**src/stk_pkg.sv**
```systemverilog
`default_nettype none

package stk_pkg;

    localparam int DATA_W        = 32;
    localparam int OP_W          = 3;
    localparam int CAP_W         = 6;
    localparam int DEPTH_DEFAULT = 32;

    localparam logic [CAP_W-1:0] CAP_RESET = 6'd32;

    localparam logic [OP_W-1:0] OP_PUSH        = 3'd0;
    localparam logic [OP_W-1:0] OP_POP         = 3'd1;
    localparam logic [OP_W-1:0] OP_PEEK        = 3'd2;
    localparam logic [OP_W-1:0] OP_DUMP_TOP    = 3'd3;
    localparam logic [OP_W-1:0] OP_DUMP_BOTTOM = 3'd4;

    typedef struct packed {
        logic push;
        logic pop;
        logic load_top;
        logic load_bottom;
        logic rd_en;
        logic step_up;
        logic step_down;
        logic out_load;
        logic out_last;
    } stk_cmd_t;

    typedef struct packed {
        logic empty;
        logic full;
        logic at_bottom;
        logic at_top;
        logic out_free;
    } stk_status_t;

endpackage

`default_nettype wire

```
**src/bounded_integer_stack.sv**
```systemverilog
`default_nettype none

// Bounded LIFO stack of signed 32-bit integers held in a single-port-write,
// registered-read memory of DEPTH words. Push and pop give no item; pushes
// are dropped once the stack holds min(capacity, DEPTH) entries, pops are
// dropped when empty. Peek and both dump orders read the memory one entry
// at a time: each returned item takes an address issue, then a load of the
// output register, which waits while the output register is full and
// m_tready is low. s_tready is low from after the accepting cycle until the
// last item is loaded. The last item of a dump and every peek item carry
// m_tlast. The capacity register is written through cfg_valid/cfg_data,
// always ready, and resets to 32.

module bounded_integer_stack #(
    parameter int DEPTH = stk_pkg::DEPTH_DEFAULT
) (
    input  wire logic                        aclk,
    input  wire logic                        aresetn,
    input  wire logic                        cfg_valid,
    output logic                             cfg_ready,
    input  wire logic [stk_pkg::CAP_W-1:0]   cfg_data,
    input  wire logic                        s_tvalid,
    output logic                             s_tready,
    input  wire logic [39:0]                 s_tdata,   // opcode[2:0], value[34:3], zero pad
    output logic                             m_tvalid,
    input  wire logic                        m_tready,
    output logic [stk_pkg::DATA_W-1:0]       m_tdata,   // data[31:0]
    output logic                             m_tlast
);
    import stk_pkg::*;

    stk_cmd_t          cmd;
    stk_status_t       st;
    logic [OP_W-1:0]   s_opcode;
    logic [DATA_W-1:0] s_value;

    assign cfg_ready = 1'b1;
    assign s_opcode  = s_tdata[OP_W-1:0];
    assign s_value   = s_tdata[OP_W+DATA_W-1:OP_W];

    stk_ctrl u_ctrl (
        .aclk     (aclk),
        .aresetn  (aresetn),
        .s_tvalid (s_tvalid),
        .s_tready (s_tready),
        .opcode   (s_opcode),
        .st       (st),
        .cmd      (cmd)
    );

    stk_datapath #(
        .DEPTH (DEPTH)
    ) u_datapath (
        .aclk      (aclk),
        .aresetn   (aresetn),
        .cfg_valid (cfg_valid),
        .cfg_data  (cfg_data),
        .value     (s_value),
        .cmd       (cmd),
        .st        (st),
        .m_tready  (m_tready),
        .m_tvalid  (m_tvalid),
        .m_tdata   (m_tdata),
        .m_tlast   (m_tlast)
    );

    a_no_overwrite: assert property (@(posedge aclk) disable iff (!aresetn)
        cmd.out_load |-> st.out_free)
        else $error("output register overwritten");

    a_push_not_full: assert property (@(posedge aclk) disable iff (!aresetn)
        cmd.push |-> !st.full)
        else $error("push into full stack");

    a_cmd_exclusive: assert property (@(posedge aclk) disable iff (!aresetn)
        $onehot0({cmd.push, cmd.pop, cmd.load_top, cmd.load_bottom, cmd.rd_en,
                  cmd.out_load}))
        else $error("conflicting datapath commands");

    a_peek_busy: assert property (@(posedge aclk) disable iff (!aresetn)
        (s_tvalid && s_tready && s_opcode == OP_PEEK && !st.empty) |=> !s_tready)
        else $error("peek did not hold off input");

endmodule

`default_nettype wire

```
**src/stk_ctrl.sv**
```systemverilog
`default_nettype none

module stk_ctrl (
    input  wire logic                      aclk,
    input  wire logic                      aresetn,
    input  wire logic                      s_tvalid,
    output logic                           s_tready,
    input  wire logic [stk_pkg::OP_W-1:0]  opcode,
    input  wire stk_pkg::stk_status_t      st,
    output stk_pkg::stk_cmd_t              cmd
);
    import stk_pkg::*;

    typedef enum logic [1:0] {
        ST_IDLE,
        ST_READ,
        ST_LOAD
    } state_t;

    typedef enum logic [1:0] {
        MODE_PEEK,
        MODE_DOWN,
        MODE_UP
    } mode_t;

    state_t state_reg, state_next;
    mode_t  mode_reg, mode_next;
    logic   accept;
    logic   last_item;

    assign s_tready = (state_reg == ST_IDLE);
    assign accept   = s_tvalid && s_tready;

    always_comb begin
        state_next = state_reg;
        mode_next  = mode_reg;
        cmd        = '0;
        last_item  = 1'b0;
        unique case (mode_reg)
            MODE_PEEK: last_item = 1'b1;
            MODE_DOWN: last_item = st.at_bottom;
            MODE_UP:   last_item = st.at_top;
            default:   last_item = 1'b1;
        endcase
        unique case (state_reg)
            ST_IDLE: begin
                if (accept) begin
                    unique case (opcode)
                        OP_PUSH: cmd.push = !st.full;
                        OP_POP:  cmd.pop  = !st.empty;
                        OP_PEEK: begin
                            if (!st.empty) begin
                                cmd.load_top = 1'b1;
                                mode_next    = MODE_PEEK;
                                state_next   = ST_READ;
                            end
                        end
                        OP_DUMP_TOP: begin
                            if (!st.empty) begin
                                cmd.load_top = 1'b1;
                                mode_next    = MODE_DOWN;
                                state_next   = ST_READ;
                            end
                        end
                        OP_DUMP_BOTTOM: begin
                            if (!st.empty) begin
                                cmd.load_bottom = 1'b1;
                                mode_next       = MODE_UP;
                                state_next      = ST_READ;
                            end
                        end
                        default: ;
                    endcase
                end
            end
            ST_READ: begin
                cmd.rd_en  = 1'b1;
                state_next = ST_LOAD;
            end
            ST_LOAD: begin
                if (st.out_free) begin
                    cmd.out_load = 1'b1;
                    cmd.out_last = last_item;
                    if (last_item) begin
                        state_next = ST_IDLE;
                    end else begin
                        cmd.step_up   = (mode_reg == MODE_UP);
                        cmd.step_down = (mode_reg == MODE_DOWN);
                        state_next    = ST_READ;
                    end
                end
            end
            default: state_next = ST_IDLE;
        endcase
    end

    always_ff @(posedge aclk) begin
        if (!aresetn) begin
            state_reg <= ST_IDLE;
            mode_reg  <= MODE_PEEK;
        end else begin
            state_reg <= state_next;
            mode_reg  <= mode_next;
        end
    end

endmodule

`default_nettype wire

```
**src/stk_datapath.sv**
```systemverilog
`default_nettype none

module stk_datapath #(
    parameter int DEPTH = stk_pkg::DEPTH_DEFAULT
) (
    input  wire logic                        aclk,
    input  wire logic                        aresetn,
    input  wire logic                        cfg_valid,
    input  wire logic [stk_pkg::CAP_W-1:0]   cfg_data,
    input  wire logic [stk_pkg::DATA_W-1:0]  value,
    input  wire stk_pkg::stk_cmd_t           cmd,
    output stk_pkg::stk_status_t             st,
    input  wire logic                        m_tready,
    output logic                             m_tvalid,
    output logic [stk_pkg::DATA_W-1:0]       m_tdata,
    output logic                             m_tlast
);
    import stk_pkg::*;

    localparam int IDX_W = (DEPTH > 1) ? $clog2(DEPTH) : 1;
    localparam int CNT_W = $clog2(DEPTH + 1);
    localparam int CMP_W = (CNT_W > CAP_W) ? CNT_W : CAP_W;

    logic [DATA_W-1:0] mem [DEPTH];

    logic [CAP_W-1:0]  cap_reg;
    logic [CNT_W-1:0]  count_reg, count_next;
    logic [IDX_W-1:0]  idx_reg, idx_next;
    logic [DATA_W-1:0] rd_data_reg;
    logic              out_valid_reg, out_valid_next;
    logic [DATA_W-1:0] out_data_reg;
    logic              out_last_reg;

    logic [CNT_W-1:0]  top_idx;
    logic [CMP_W-1:0]  eff_cap;

    assign top_idx = count_reg - CNT_W'(1);
    assign eff_cap = (CMP_W'(cap_reg) > CMP_W'(DEPTH)) ? CMP_W'(DEPTH) : CMP_W'(cap_reg);

    assign st.empty     = (count_reg == '0);
    assign st.full      = (CMP_W'(count_reg) >= eff_cap);
    assign st.at_bottom = (idx_reg == '0);
    assign st.at_top    = ((CNT_W'(idx_reg) + CNT_W'(1)) == count_reg);
    assign st.out_free  = !out_valid_reg || m_tready;

    assign m_tvalid = out_valid_reg;
    assign m_tdata  = out_data_reg;
    assign m_tlast  = out_last_reg;

    always_comb begin
        count_next = count_reg;
        if (cmd.push) begin
            count_next = count_reg + CNT_W'(1);
        end else if (cmd.pop) begin
            count_next = count_reg - CNT_W'(1);
        end
    end

    always_comb begin
        idx_next = idx_reg;
        if (cmd.load_top) begin
            idx_next = top_idx[IDX_W-1:0];
        end else if (cmd.load_bottom) begin
            idx_next = '0;
        end else if (cmd.step_up) begin
            idx_next = idx_reg + IDX_W'(1);
        end else if (cmd.step_down) begin
            idx_next = idx_reg - IDX_W'(1);
        end
    end

    always_comb begin
        out_valid_next = out_valid_reg;
        if (cmd.out_load) begin
            out_valid_next = 1'b1;
        end else if (m_tready) begin
            out_valid_next = 1'b0;
        end
    end

    always_ff @(posedge aclk) begin
        if (!aresetn) begin
            cap_reg       <= CAP_RESET;
            count_reg     <= '0;
            out_valid_reg <= 1'b0;
        end else begin
            if (cfg_valid) begin
                cap_reg <= cfg_data;
            end
            count_reg     <= count_next;
            out_valid_reg <= out_valid_next;
        end
    end

    // stack memory, one write and one registered read port
    always_ff @(posedge aclk) begin
        if (cmd.push) begin
            mem[count_reg[IDX_W-1:0]] <= value;
        end
        if (cmd.rd_en) begin
            rd_data_reg <= mem[idx_reg];
        end
    end

    always_ff @(posedge aclk) begin
        idx_reg <= idx_next;
        if (cmd.out_load) begin
            out_data_reg <= rd_data_reg;
            out_last_reg <= cmd.out_last;
        end
    end

endmodule

`default_nettype wire

```
**config.mk**
```make
export PLATFORM = sky130hd
export DESIGN_NAME = bounded_integer_stack
export DESIGN_NICKNAME = d
export VERILOG_FILES = /design/src/stk_pkg.sv /design/src/bounded_integer_stack.sv /design/src/stk_ctrl.sv /design/src/stk_datapath.sv
export SDC_FILE = /design/constraint.sdc
export NUM_CORES = 1
export LEC_CHECK = 0
export BUFFER_PORTS_ARGS = -buffer_cell sky130_fd_sc_hd__buf_2
export CAP_MARGIN = 20
export CORE_MARGIN = 1.5
export CORE_UTILIZATION = 45
export CTS_CLUSTER_SIZE = 40
export DETAILED_ROUTE_END_ITERATION = 7
export SYNTH_ARGS = -nofsm -noshare
export SYNTH_HDL_FRONTEND = slang
export SYNTH_SLANG_ARGS = --single-unit
```
**constraint.sdc**
```tcl
create_clock -name aclk -period 11 [get_ports aclk]
set_clock_uncertainty 0.1 [all_clocks]
set_input_delay 2.2 -clock aclk [delete_from_list [all_inputs] [get_ports aclk]]
set_output_delay 2.2 -clock aclk [all_outputs]
set_load 0.03 [all_outputs]
```
# After elaboration in Yosys (flattened, before gate mapping)

Memories as Yosys holds them, arrays and structs flattened. A register that Yosys moved wholly into a read port is not among the register bits.
Cells that the tools add are included.

Magnitude comparators: 2
Equal/unequal tests: 16
Reduce and logical (&&, ||, !) cells: 18
$add $sub $neg: 5
Multiplexer cells: 32

Operators with widths:

| cell                                                | count |
|---|---|
| two-way mux 5 bit                                   | 4 |
| two-way mux 6 bit                                   | 3 |
| two-way mux 4 bit                                   | 4 |
| two-way mux 2 bit                                   | 7 |
| != test 2 bit, second input constant                | 7 |
| one-hot mux 2 bit (3 select lines)                  | 2 |
| two-way mux 1 bit                                   | 11 |
| adder 5 x 1 -> 6 bit, second input constant         | 1 |
| adder 6 x 1 -> 6 bit, second input constant         | 1 |
| equality test 3 x 2 -> 1 bit, second input constant | 2 |
| equality test 6 bit                                 | 1 |
| greater-or-equal comparator 6 bit                   | 1 |
| > comparator 6 bit, second input constant           | 1 |
| logical NOT 6 bit                                   | 1 |
| AND reduction 6 bit                                 | 1 |
| subtractor 6 x 1 -> 6 bit, second input constant    | 1 |
| adder 5 x 1 -> 5 bit, second input constant         | 1 |
| logical NOT 5 bit                                   | 1 |
| subtractor 5 x 1 -> 5 bit, second input constant    | 1 |
| equality test 2 x 1 -> 1 bit, second input constant | 2 |
| equality test 2 bit, second input constant          | 2 |
| AND reduction 4 bit                                 | 1 |
| nonzero test 2 bit                                  | 2 |
| nonzero test 4 bit                                  | 1 |
| other kinds (12)                                    | 14 |

Flip-flop bits (word level): 55
Memories: 1
Input bits: 51
Bits in writable memories: 1024
Output and inout bits: 36

Memories:

| memory         | words | bits a word | rd ports | clocked after memory_dff | wr ports | line               | RTL |
|---|---|---|---|---|---|---|---|
| u_datapath.mem | 32    | 32          | 1        | 1                        | 1        | stk_datapath.sv:24 | `logic [DATA_W-1:0] mem [DEPTH];` |

# Depth between registers and ports, before layout

Depth after elaboration: 10
Mapped depth: 16
Depth with buffers taken out: 13

# Hierarchy

From an unflattened synthesis, not the netlist that was laid out.

Cell total of the unflattened synthesis: 2326
Area total of the unflattened synthesis: 43610.6 µm²

Modules (own cells, without submodules):

| module                | times used | area each (µm²) | cells an instance |
|---|---|---|---|
| stk_datapath          | 1          | 43255.2         | 2284 |
| stk_ctrl              | 1          | 344.1           | 40 |
| bounded_integer_stack | 1          | 11.3            | 2 |

# Worst setup path before layout

No wires, ideal clock.

Kind: input-to-reg
From: input m_tready
To: register u_datapath.idx_reg[4] (data pin)
Arrival: 5592 ps
Library setup time: 271 ps
Stages on the path: 11
Data required time: 10629 ps
Slack: 5038 ps
Cells stage by stage: nand2b_1 nor2b_1 nand3_1 a21oi_1 inv_1 fa_1 a21o_1 a21oi_1 xor2_1 xnor2_1 o22ai_1

Longest elaborated chain between the ends: 6

Ends and longest elaborated chain:

| element                          | line                        | RTL |
|---|---|---|
| from (decl)                      | bounded_integer_stack.sv:26 | `input wire logic m_tready,` |
| logical OR 1 bit                 | stk_datapath.sv:44          | `assign st.out_free = !out_valid_reg \|\| m_tready;` |
| two-way mux 4 bit                | stk_ctrl.sv:81              | `if (st.out_free) begin` |
| two-way mux 4 bit                | stk_ctrl.sv:45              | `unique case (state_reg)` |
| two-way mux 5 bit                | stk_datapath.sv:65          | `end else if (cmd.step_up) begin` |
| two-way mux 5 bit                | stk_datapath.sv:63          | `end else if (cmd.load_bottom) begin` |
| two-way mux 5 bit                | stk_datapath.sv:61          | `if (cmd.load_top) begin` |
| named net u_datapath.idx_next[4] | stk_datapath.sv:28          | `logic [IDX_W-1:0] idx_reg, idx_next;` |
| to (signal assigned)             | stk_datapath.sv:106         | `idx_reg <= idx_next;` |
| to (decl)                        | stk_datapath.sv:28          |  |

The timed path passes the listed nets, and every way through them passes these cells.
A chain may end at the register's enable or synchronous reset.

# Worst setup path after layout

From: input s_tdata[2]
To: memory u_datapath.mem[3][16], enable pin

Longest elaborated chain between the ends: 6

Ends and longest elaborated chain:

| element                                 | line                        | RTL |
|---|---|---|
| from (decl)                             | bounded_integer_stack.sv:24 | `input wire logic [39:0] s_tdata,` |
| logical NOT 3 bit                       | stk_ctrl.sv:48              | `unique case (opcode)` |
| two-way mux 1 bit                       | stk_ctrl.sv:48              |  |
| two-way mux 4 bit                       | stk_ctrl.sv:47              | `if (accept) begin` |
| two-way mux 4 bit                       | stk_ctrl.sv:45              |  |
| two-way mux 1 bit                       | stk_datapath.sv:97          | `if (cmd.push) begin` |
| two-way mux 1 bit (not written as such) | stk_datapath.sv:98          | `mem[count_reg[IDX_W-1:0]] <= value;` |
| to (decl)                               | stk_datapath.sv:24          |  |

Every way passes these cells.

==> flow_summary.json <==
{
  "vias": 19000,
  "wl_per_cell_um": 29.0,
  "die_w_um": 310,
  "cts.path.max_buffers": 3,
  "ys_seq_area_frac": 0.781,
  "synth_edf_count": 1094,
  "final_nets": 1969,
  "h-tree-depth": 3,
  "syn2layout_area_growth_pct": 13.5,
  "power_density_mw_per_mm2": 177,
  "grt_pass1_wl_um": 137000,
  "routed_via_density": 5.83,
  "rsz0062_at_grt": "no",
  "cts_setup_buffers": 0,
  "ys_async_sr_fraction": 0,
  "antenna_left": 0,
  "track_usage": 0.201,
  "holdPathStages": 0,
  "clkLatencyLatePin_ns": 0.67,
  "worstSetupStartpointType": "input port",
  "routed_wl_um": 94400,
  "clk_pin_slew_ns": 0.06,
  "syn_nets": 1814,
  "reg2reg_depth": 6,
  "utilization": 0.516,
  "num_rows": 112,
  "cp.required_ns": 11.22,
  "grt_max_degree": 102,
  "hp-class": "flop to flop",
  "cp.arrival_ns": 5.43,
  "root_buffer": "clkbuf_16",
  "netlist_area_mm2": 0.0425,
  "hold_viol_final": 0,
  "critical_path_class": "input port to flop",
  "cts_resized": 0,
  "place.gp.congestion": 0.758,
  "synth_common_cells": "1094 x edfxtp_1, 320 x mux4_2, 45 x clkbuf_1",
  "cts.sinks": 1111,
  "ys_types": 48,
  "avgSynthCellArea_um2": 24.4,
  "synth_ff_type": "edfxtp_1",
  "crit_fanout": 19,
  "final-setup-viol-count": 0,
  "synth.top_cell.area_share": 0.773,
  "cts_tree": "done",
  "fillers": 7227,
  "p_leak_nw": 15.0,
  "fin_crit_sh": 0.474,
  "cts_buffers": 110,
  "io_buffers": 80,
  "postSynthCellCount": 1744,
  "synth-warning-count": 0,
  "worst_pin_slew_ns": 1.12,
  "layout-drive-gt1-share": 0.339,
  "place_inst": 3041,
  "synthTopCellsByArea": "edfxtp_1 77%, mux4_2 17%, mux2_2 0.85%",
  "gr-total-overflow": 0,
  "relSlewSlack": 0.251,
  "dieArea_mm2": 0.0963,
  "clock.fmax_mhz": 192,
  "peakVddDrop_mv": 0.136,
  "antenna_found_initial": 3,
  "drc": 0,
  "grt_pass1_vias": 19600,
  "synth_top_area_cell": "edfxtp_1",
  "yosysMostFrequentCell": "edfxtp_1",
  "io_pins": 87,
  "status": "finished clean",
  "synth_seq_cells": 1111,
  "start_util": 0.455,
  "dr.pass1.iters": 5,
  "cts_hold_buf": 0,
  "worstSetupEndpointType": "flop",
  "coreArea_mm2": 0.0935,
  "setup_tns_ns": 0,
  "slew_viol_final": 0,
  "hpwl_um": 46400,
  "die_h_um": 310,
  "period_minus_slack_ns": 5.22,
  "largest_reg_flops": 1024,
  "dr.first_iter.drc_count": 2164,
  "drv_cap": 0,
  "layout.cells.non_filler": 3250
}
## cell usage in the layout (no fill, tap or decap), types with 13 or more instances in the layout
master,instances
buf_2,80
buf_4,45
bufinv_16,13
clkbuf_1,25
clkbuf_16,113
clkinv_1,25
clkinv_2,22
dfxtp_1,17
edfxtp_1,1094
ha_1,18
mux2_2,32
mux4_2,320
nand2_1,18
nor2_4,32
## metrics by stage
stage	hold WS, ns	area [um^2]	total power, W	setup WS, ns
5_1_grt	0.329	48200	0.00877	5.53
2_1_floorplan	0.300	42500	0.00480	5.04
4_1_cts	0.318	48200	0.00860	5.77
3_3_place_gp	0.305	44600	0.00487	5.11
6_report	0.316	48200	0.00853	5.78
3_5_place_dp	0.305	44600	0.00488	5.06
## logic make-up after synthesis
kind of cell,Yosys count,synth area share
AOI/OAI and AO/OA,38,0.00627
xor gates and xnor gates,14,0.00288
adders and majority gates,19,0.00577
buffers and inverters,96,0.0122
DFF,1111,0.781
muxes,359,0.180
other,1,0.0000882
and+or+nand+nor,106,0.0123
## power breakdown
part / internal [W] / leakage, nW / switching [W]
Combinational: 0.0000412 / 3.25 / 0.0000897
Clock: 0.00218 / 1.75 / 0.00156
Sequential: 0.00465 / 9.97 / 0.00000287
## critical path: stages
cell and delay (ns):
buf_2 0.12, nor4b_1 0.46, nand2_1 0.13, a41oi_2 0.44, nand2_1 0.62, nor2_4 0.87
buf_4 0.55
## layout make-up
cell class / instances / area (um^2) / share of cell area
repair buffers: 127 / 778 / 0.0161
well taps: 1254 / 1570 / 0.0325
flip-flops and latches: 1111 / 33200 / 0.688
clock buffers: 138 / 2920 / 0.0606
diodes: 3 / 7.51 / 0.000156
multi-input cells: 537 / 9050 / 0.188
clock inverters: 68 / 661 / 0.0137
inverters: 12 / 47.5 / 0.000986
## routing by layer
metal / track usage / share of wire / vias up
met5: 0 / 0 / -
li1: - / - / 7818
met2: 0.318 / 0.48 / 576
met1: 0.292 / 0.44 / 10500
met3: 0.0347 / 0.058 / 108
met4: 0.0513 / 0.017 / 0
## worst paths after layout
path                                                 start                          to  slack [ns]
worst max-delay path                            s_tdata[2]       u_datapath.mem[3][16]        5.78
worst min-delay path            u_datapath.rd_data_reg[25]      u_datapath.m_tdata[25]        0.32
worst max register to register       u_datapath.idx_reg[1]  u_datapath.rd_data_reg[17]        6.32
worst min register to register  u_datapath.rd_data_reg[25]      u_datapath.m_tdata[25]        0.32
No activity file was read; power rests on OpenSTA's default activity.
